[config.mk]
export PLATFORM = sky130hd
export DESIGN_NAME = ordered_list_engine_core
export DESIGN_NICKNAME = d
export VERILOG_FILES = /design/src/hw/rtl/olle_pkg.sv /design/src/hw/rtl/olle_cell.sv /design/src/hw/rtl/ordered_list_engine_core.sv
export SDC_FILE = /design/constraint.sdc
export NUM_CORES = 2
export LEC_CHECK = 0
export BUFFER_PORTS_ARGS = -buffer_cell sky130_fd_sc_hd__buf_2
export CAP_MARGIN = 15
export CORE_ASPECT_RATIO = 1.2
export CORE_MARGIN = 2
export CORE_UTILIZATION = 35
export DETAILED_ROUTE_END_ITERATION = 6
export HOLD_SLACK_MARGIN = 0.1
export MAX_ROUTING_LAYER = met4
export SLEW_MARGIN = 20
export SYNTH_ARGS = -nofsm -noshare
export SYNTH_HDL_FRONTEND = slang
export SYNTH_SLANG_ARGS = --single-unit
[constraint.sdc]
create_clock -name clk -period 4.4 [get_ports clk]
set_input_delay 0.44 -clock clk [delete_from_list [all_inputs] [get_ports clk]]
set_output_delay 0.44 -clock clk [all_outputs]
set_load 0.1 [all_outputs]
[src/hw/rtl/olle_pkg.sv]
// ----------------------------------------------------------------------------
// olle_pkg: shared types and constants of the ordered list engine
// Sizes, action and status codes, and the control word broadcast to the cells.
// ----------------------------------------------------------------------------
package olle_pkg;

  localparam int CAPACITY  = 16;
  localparam int CNT_W     = $clog2(CAPACITY + 1);
  localparam int DATA_W    = 32;
  localparam int ACT_W     = 3;
  localparam int STAT_W    = 2;
  localparam int OCNT_W    = 5;
  localparam int IN_TDATA_W  = ((ACT_W + DATA_W + 7) / 8) * 8;
  localparam int OUT_TDATA_W = ((STAT_W + OCNT_W + 7) / 8) * 8;

  localparam logic [ACT_W-1:0] ACT_INS_FRONT = 3'd0;
  localparam logic [ACT_W-1:0] ACT_INS_BACK  = 3'd1;
  localparam logic [ACT_W-1:0] ACT_REM_BACK  = 3'd2;
  localparam logic [ACT_W-1:0] ACT_REM_FRONT = 3'd3;
  localparam logic [ACT_W-1:0] ACT_REM_VALUE = 3'd4;

  localparam logic [STAT_W-1:0] ST_OK        = 2'd0;
  localparam logic [STAT_W-1:0] ST_FULL      = 2'd1;
  localparam logic [STAT_W-1:0] ST_EMPTY     = 2'd2;
  localparam logic [STAT_W-1:0] ST_NOT_FOUND = 2'd3;

  // Control word seen by every cell in the same cycle.
  typedef struct packed {
    logic              shift_dn;   // insert at front: every cell takes its left neighbor
    logic              load_tail;  // insert at back: the cell at the tail takes the value
    logic              shift_up;   // remove front: every cell takes its right neighbor
    logic              rem_val;    // remove value: cells from the first match take right
    logic [DATA_W-1:0] value;
  } cell_ctrl_t;

endpackage

[src/hw/rtl/olle_cell.sv]
// ----------------------------------------------------------------------------
// olle_cell: one slot of the ordered list
// Holds one entry, compares it against the search value and moves data
// to or from its neighbors.
// ----------------------------------------------------------------------------
module olle_cell (
  input  logic                               clk,
  input  olle_pkg::cell_ctrl_t               ctrl,
  input  logic                               valid_i,
  input  logic                               tail_i,
  input  logic [olle_pkg::DATA_W-1:0]        prev_data,
  input  logic [olle_pkg::DATA_W-1:0]        next_data,
  input  logic                               hit_in,
  output logic                               hit_out,
  output logic [olle_pkg::DATA_W-1:0]        data_o
);

  logic [olle_pkg::DATA_W-1:0] data_r;
  logic [olle_pkg::DATA_W-1:0] data_nxt;
  logic                        match;

  assign match   = ctrl.rem_val && valid_i && (data_r == ctrl.value);
  // The hit chain marks this cell and every cell behind the first match.
  assign hit_out = hit_in | match;
  assign data_o  = data_r;

  always_comb begin
    priority if (ctrl.shift_dn) begin
      data_nxt = prev_data;
    end else if (ctrl.load_tail && tail_i) begin
      data_nxt = ctrl.value;
    end else if (ctrl.shift_up || hit_out) begin
      data_nxt = next_data;
    end else begin
      data_nxt = data_r;
    end
  end

  always_ff @(posedge clk) begin
    data_r <= data_nxt;
  end

endmodule

[src/hw/rtl/ordered_list_engine_core.sv]
// ----------------------------------------------------------------------------
// ordered_list_engine_core: bounded ordered list of signed 32-bit values
// A row of list cells with a shared count register and a registered result.
// ----------------------------------------------------------------------------
// Each input beat carries one operation (insert front, insert back, remove
// back, remove front, remove first equal value) and produces exactly one
// output beat with a status and the entry count after the operation. The
// list lives in a row of olle_pkg::CAPACITY cells, front at cell 0; every
// cell compares its entry with the search value in the same cycle and a
// one-bit hit signal ripples down the row, so a removal by value, a shift
// toward the front or a shift toward the back all update the cells at once.
// The result is registered and valid in the cycle after the beat is accepted,
// and the block accepts one beat per cycle as long as the result register is
// empty or being drained in that same cycle. The ripple of the hit signal
// through all cells is the longest path of the design. Inserting into a full
// list returns status full, removing from an empty list returns status
// empty, and a value that is absent returns status not found; in all those
// cases the list is left unchanged. Unused action codes are ignored and
// return status ok. No clearing pass is needed after reset: only entries
// below the count are ever read.
// ----------------------------------------------------------------------------
module ordered_list_engine_core (
  input  logic                                 clk,
  input  logic                                 rst_n,
  // Input channel.
  input  logic                                 in_tvalid,
  output logic                                 in_tready,
  // Fields from bit 0: action[2:0], value[34:3], zero padding.
  input  logic [olle_pkg::IN_TDATA_W-1:0]      in_tdata,
  // Result channel.
  output logic                                 out_tvalid,
  input  logic                                 out_tready,
  // Fields from bit 0: status[1:0], entry_count[6:2], zero padding.
  output logic [olle_pkg::OUT_TDATA_W-1:0]     out_tdata
);

  localparam int N = olle_pkg::CAPACITY;

  logic [olle_pkg::ACT_W-1:0]   action;
  logic [olle_pkg::DATA_W-1:0]  value;
  logic                         fire;

  logic [olle_pkg::CNT_W-1:0]   count_r;
  logic [olle_pkg::CNT_W-1:0]   count_nxt;
  logic                         out_tvalid_r;
  logic                         out_tvalid_nxt;
  logic [olle_pkg::STAT_W-1:0]  status_r;
  logic [olle_pkg::STAT_W-1:0]  status_nxt;
  logic [olle_pkg::OCNT_W-1:0]  ocnt_r;

  logic                         full;
  logic                         empty;
  logic                         found;
  olle_pkg::cell_ctrl_t         ctrl;

  logic [N:0]                   hit;
  logic [olle_pkg::DATA_W-1:0]  cell_data [N];

  assign action = in_tdata[olle_pkg::ACT_W-1:0];
  assign value  = in_tdata[olle_pkg::ACT_W +: olle_pkg::DATA_W];

  // The result register is freed in the same cycle it is drained.
  assign in_tready = !out_tvalid_r || out_tready;
  assign fire      = in_tvalid && in_tready;

  assign full  = (count_r >= olle_pkg::CNT_W'(N));
  assign empty = (count_r == '0);
  assign found = hit[N];

  // Decode the operation into the cell control word. Cell moves are only
  // enabled for an accepted beat that succeeds. The compare runs on every
  // accepted removal by value so the status can be formed; on a stalled
  // beat the hit chain stays idle.
  always_comb begin
    ctrl       = '0;
    ctrl.value = value;
    unique case (action)
      olle_pkg::ACT_INS_FRONT: ctrl.shift_dn  = fire && !full;
      olle_pkg::ACT_INS_BACK:  ctrl.load_tail = fire && !full;
      olle_pkg::ACT_REM_FRONT: ctrl.shift_up  = fire && !empty;
      olle_pkg::ACT_REM_VALUE: ctrl.rem_val   = fire;
      default: ;
    endcase
  end

  // New count and status of the operation.
  always_comb begin
    count_nxt  = count_r;
    status_nxt = olle_pkg::ST_OK;
    unique case (action)
      olle_pkg::ACT_INS_FRONT,
      olle_pkg::ACT_INS_BACK: begin
        if (full) begin
          status_nxt = olle_pkg::ST_FULL;
        end else begin
          count_nxt = count_r + 1'b1;
        end
      end
      olle_pkg::ACT_REM_BACK,
      olle_pkg::ACT_REM_FRONT: begin
        if (empty) begin
          status_nxt = olle_pkg::ST_EMPTY;
        end else begin
          count_nxt = count_r - 1'b1;
        end
      end
      olle_pkg::ACT_REM_VALUE: begin
        if (empty) begin
          status_nxt = olle_pkg::ST_EMPTY;
        end else if (!found) begin
          status_nxt = olle_pkg::ST_NOT_FOUND;
        end else begin
          count_nxt = count_r - 1'b1;
        end
      end
      default: begin
        status_nxt = olle_pkg::ST_OK;
      end
    endcase
  end

  // Row of list cells. Cell 0 takes the new value on an insert at the front;
  // the last cell takes don't-care data when the row shifts toward the front,
  // which lands beyond the count.
  assign hit[0] = 1'b0;

  for (genvar i = 0; i < N; i++) begin : g_cell
    logic [olle_pkg::DATA_W-1:0] prev_d;
    logic [olle_pkg::DATA_W-1:0] next_d;

    if (i == 0) begin : g_first
      assign prev_d = value;
    end else begin : g_mid_prev
      assign prev_d = cell_data[i-1];
    end

    if (i == N - 1) begin : g_last
      assign next_d = '0;
    end else begin : g_mid_next
      assign next_d = cell_data[i+1];
    end

    olle_cell u_cell (
      .clk       (clk),
      .ctrl      (ctrl),
      .valid_i   (olle_pkg::CNT_W'(i) < count_r),
      .tail_i    (olle_pkg::CNT_W'(i) == count_r),
      .prev_data (prev_d),
      .next_data (next_d),
      .hit_in    (hit[i]),
      .hit_out   (hit[i+1]),
      .data_o    (cell_data[i])
    );
  end

  always_comb begin
    out_tvalid_nxt = out_tvalid_r;
    if (fire) begin
      out_tvalid_nxt = 1'b1;
    end else if (out_tready) begin
      out_tvalid_nxt = 1'b0;
    end
  end

  // Control state.
  always_ff @(posedge clk) begin
    if (!rst_n) begin
      count_r      <= '0;
      out_tvalid_r <= 1'b0;
    end else begin
      out_tvalid_r <= out_tvalid_nxt;
      if (fire) begin
        count_r <= count_nxt;
      end
    end
  end

  // Result payload.
  always_ff @(posedge clk) begin
    if (fire) begin
      status_r <= status_nxt;
      ocnt_r   <= olle_pkg::OCNT_W'(count_nxt);
    end
  end

  assign out_tvalid = out_tvalid_r;
  assign out_tdata  = olle_pkg::OUT_TDATA_W'({ocnt_r, status_r});

endmodule

==> metrics <==
outcome=finished clean; DIE WIDTH=283.6 um; CTS Sinks=525; Die Height=339.5 um; Ys Warns=0; crit path max fanout=32; fmax=232.3 MHz; drt drc=0; layout cell share with drive strength beyond 1=9.232%; Clk network pwr share=41.3%; # port buffers=47; post-synth top area share=47.47%; Synth Register Bits=525; routability cong.=0.9021; Final #Nets=3,152; DRT iter0 DRCs=2,235; Relative slew margins=24.05%; number of global-route vias before repair=22,710; WL/cell=23.51 um; Fillers=9,151; HP Class=in -> reg; Worst EP required=4.78 ns; TritonCTS Buffers=61; Die Area=96,290 um^2; Peak VDD IR=0.3042 mV; Worst EP arrival=4.69 ns; finished layout cell area=36,840 um^2; Mean Syn Cell Area=10.39 um^2; Netlist cell types=64; top post-synthesis cells by area=edfxtp_1 (47%), mux2i_1 (13%), xnor2_1 (8.9%), o21ai_0 (6.5%), nand2_1 (5.9%); pre-CTS setup slack=0.3215 ns; Clock Latency Late Sink=0.68 ns; post-layout min period=4.304 ns; DR vias=23,350; Seq/Total Area, Yosys=47.83%; TNS Setup=0 ns; Initial Util=35.15%; Max-Cap Viols=0; I/O pin count=54; Netlist Area Pre-Place=32,830 um^2; switching power=3.231 mW; Startpoint Class=flip-flop; area delta synth->final=12.19%; critical path class=reg -> reg; initial antenna violation count=6; Avg Vias per Cell=5.302; skew final=0.04321 ns; largest area contributor in the netlist=edfxtp_1; Min Hold Slack=0.1929 ns; GR Util All Layers=21.72%; Tcrit/Tclk final=97.83%; # setup viols final=0; Finished Layout Cells=4,404; Comb pwr share=11.4%; cell leakage power=13.19 nW; asr flop ratio synth=0%; clock tree root driver cell=clkbuf_16; Main synth FF type=edfxtp_1; pwr/cell area=333.7 nW/um^2; RSZ-0062 raised after global routing=no; dpl cells=4,289; Switching Fraction=26.28%; Placed Area=34,870 um^2; maximum clock insertion buffer count=3; post-synthesis cell count=3,161; Core Util, Final=39.43%; GRT Residual Overflow=0; Total Wirelength=103.5 mm; hpwl dp=77.25 mm; cell row count=123; clk slew on worst S/H paths=0.06 ns; largest net degree at the start of global routing=228; Final WS setup=0.09564 ns; DR pass1 iterations=5; Fin. Hold Viols=0; Least-Margin Pin Slew=1.139 ns; final total power=12.29 mW; first-pass GRT wire length=153.1 mm; Post-synth EDFFs=519; sequential power share=47.2%; CTS tree=yes; final antenna-violating net count=0; count of final max-slew check failures=0; Net Count, Synth=3,210; Int Power=9.062 mW; Core Box Area=93,420 um^2; crit path capture type=flip-flop; H-Tree Depth=2
flip-flops by register name, indices dropped and copies added (netlist names):
signal                cells
count_r                   5
g_cell.u_cell.data_o    512
ocnt_r                    5
out_tvalid                1
status_r                  2
power groups by stage:
stage               logic [mW]  clock network [mW]  registers (mW)
detailed placement        1.39                   0            5.91
global route              1.49                5.34            5.82
global placement          1.38                   0            5.91
finish                    1.40                5.08            5.81
floorplan                0.842                   0            5.92
CTS                       1.40                5.18            5.81
kinds of logic (layout without fill, tap and decap cells):
kind of cell / after synthesis / in the layout / synth area share (%)
AND/OR/NAND/NOR: 825 / 825 / 11.42
AO/OA/AOI/OAI: 534 / 534 / 8.989
flip-flops: 525 / 525 / 47.83
XOR/XNOR: 514 / 514 / 13.71
multiplexers: 449 / 449 / 13.81
buffers and inverters: 308 / 299 / 4.036
adder cells (fa/ha/maj): 5 / 5 / 0.1905
other: 1 / 3 / 0.01142
cell usage in the layout, fill, tap and decap left out, types with 32 or more instances in the layout:
cell type,count
clkbuf_16,61
a31oi_1,37
xnor2_1,334
a22o_1,32
buf_4,92
buf_2,47
nand2_1,513
xor2_1,180
o21ai_0,425
nand4_1,101
edfxtp_1,519
buf_12,38
nor2_1,59
mux2i_1,417
nor4_1,67
layer usage:
layer	share of wire, %	track usage, %	vias to the layer above
met2	47	34.24	718
li1	-	-	11210
met4	7.0	13.14	0
met3	4.4	2.144	200
met5	0	-	-
met1	42	27.04	11230
synthesized netlist by cell type (all sizes together) (4+ instances only):
cell type and number:
and4 4, inv 9, a22o 32, dfxtp 6
buf 117, or4 6, o2111ai 5, clkbuf 182
a21oi 10, xor2 180, nand3 19, ha 5
nor2 60, a31oi 37, nor3 13, nor2b 5
and2 8, nand4 102, nand2 518, mux2i 417
nor4 68, xnor2 334, edfxtp 519, o21ai 427
and3 4, or3 9, mux2 32
layout make-up:
class / count / area (um^2) / share of cell area [%]
diodes: 2 / 5.005 / 0.01359
repair buffers: 178 / 1697 / 4.606
multi-input cells: 2328 / 15880 / 43.10
flip-flops and latches: 525 / 15710 / 42.64
clock inverters: 33 / 349.1 / 0.9477
clock buffers: 79 / 1604 / 4.354
inverters: 9 / 33.78 / 0.09171
well taps: 1250 / 1564 / 4.246
worst max-delay path: stages, from the launching register on:
cell and delay [ns]:
dfxtp_1 0.43, or3_1 0.54, o2111ai_1 0.61, nor4_1 0.15, buf_4 0.19, nor4b_1 0.56, nand2_1 0.14, nor4_1 0.94
nand2_1 0.22, buf_12 0.25
timing repair:
item                                   4_1_cts  5_1_grt
gates resized for setup                      0        0
setup buffers                                0        0
hold buffers                                 1        0
endpoints found under the hold margin        1        0
worst paths after layout:
check | start | endpoint | slack, ns | cells past startpoint
worst min register to register | g_cell[0].u_cell.data_o[0]$_DFFE_PP_ | g_cell[1].u_cell.data_o[0]$_DFFE_PP_ | 0.56 | 2
worst min-delay path | in_tvalid | out_tvalid$_SDFFE_PN0P_ | 0.19 | 3
worst max-delay path | count_r[4]$_SDFFE_PN0P_ | g_cell[13].u_cell.data_o[18]$_DFFE_PP_ | 0.1 | 9
worst max register to register | count_r[4]$_SDFFE_PN0P_ | g_cell[13].u_cell.data_o[18]$_DFFE_PP_ | 0.1 | 9
No activity file was read; power rests on OpenSTA's default activity.
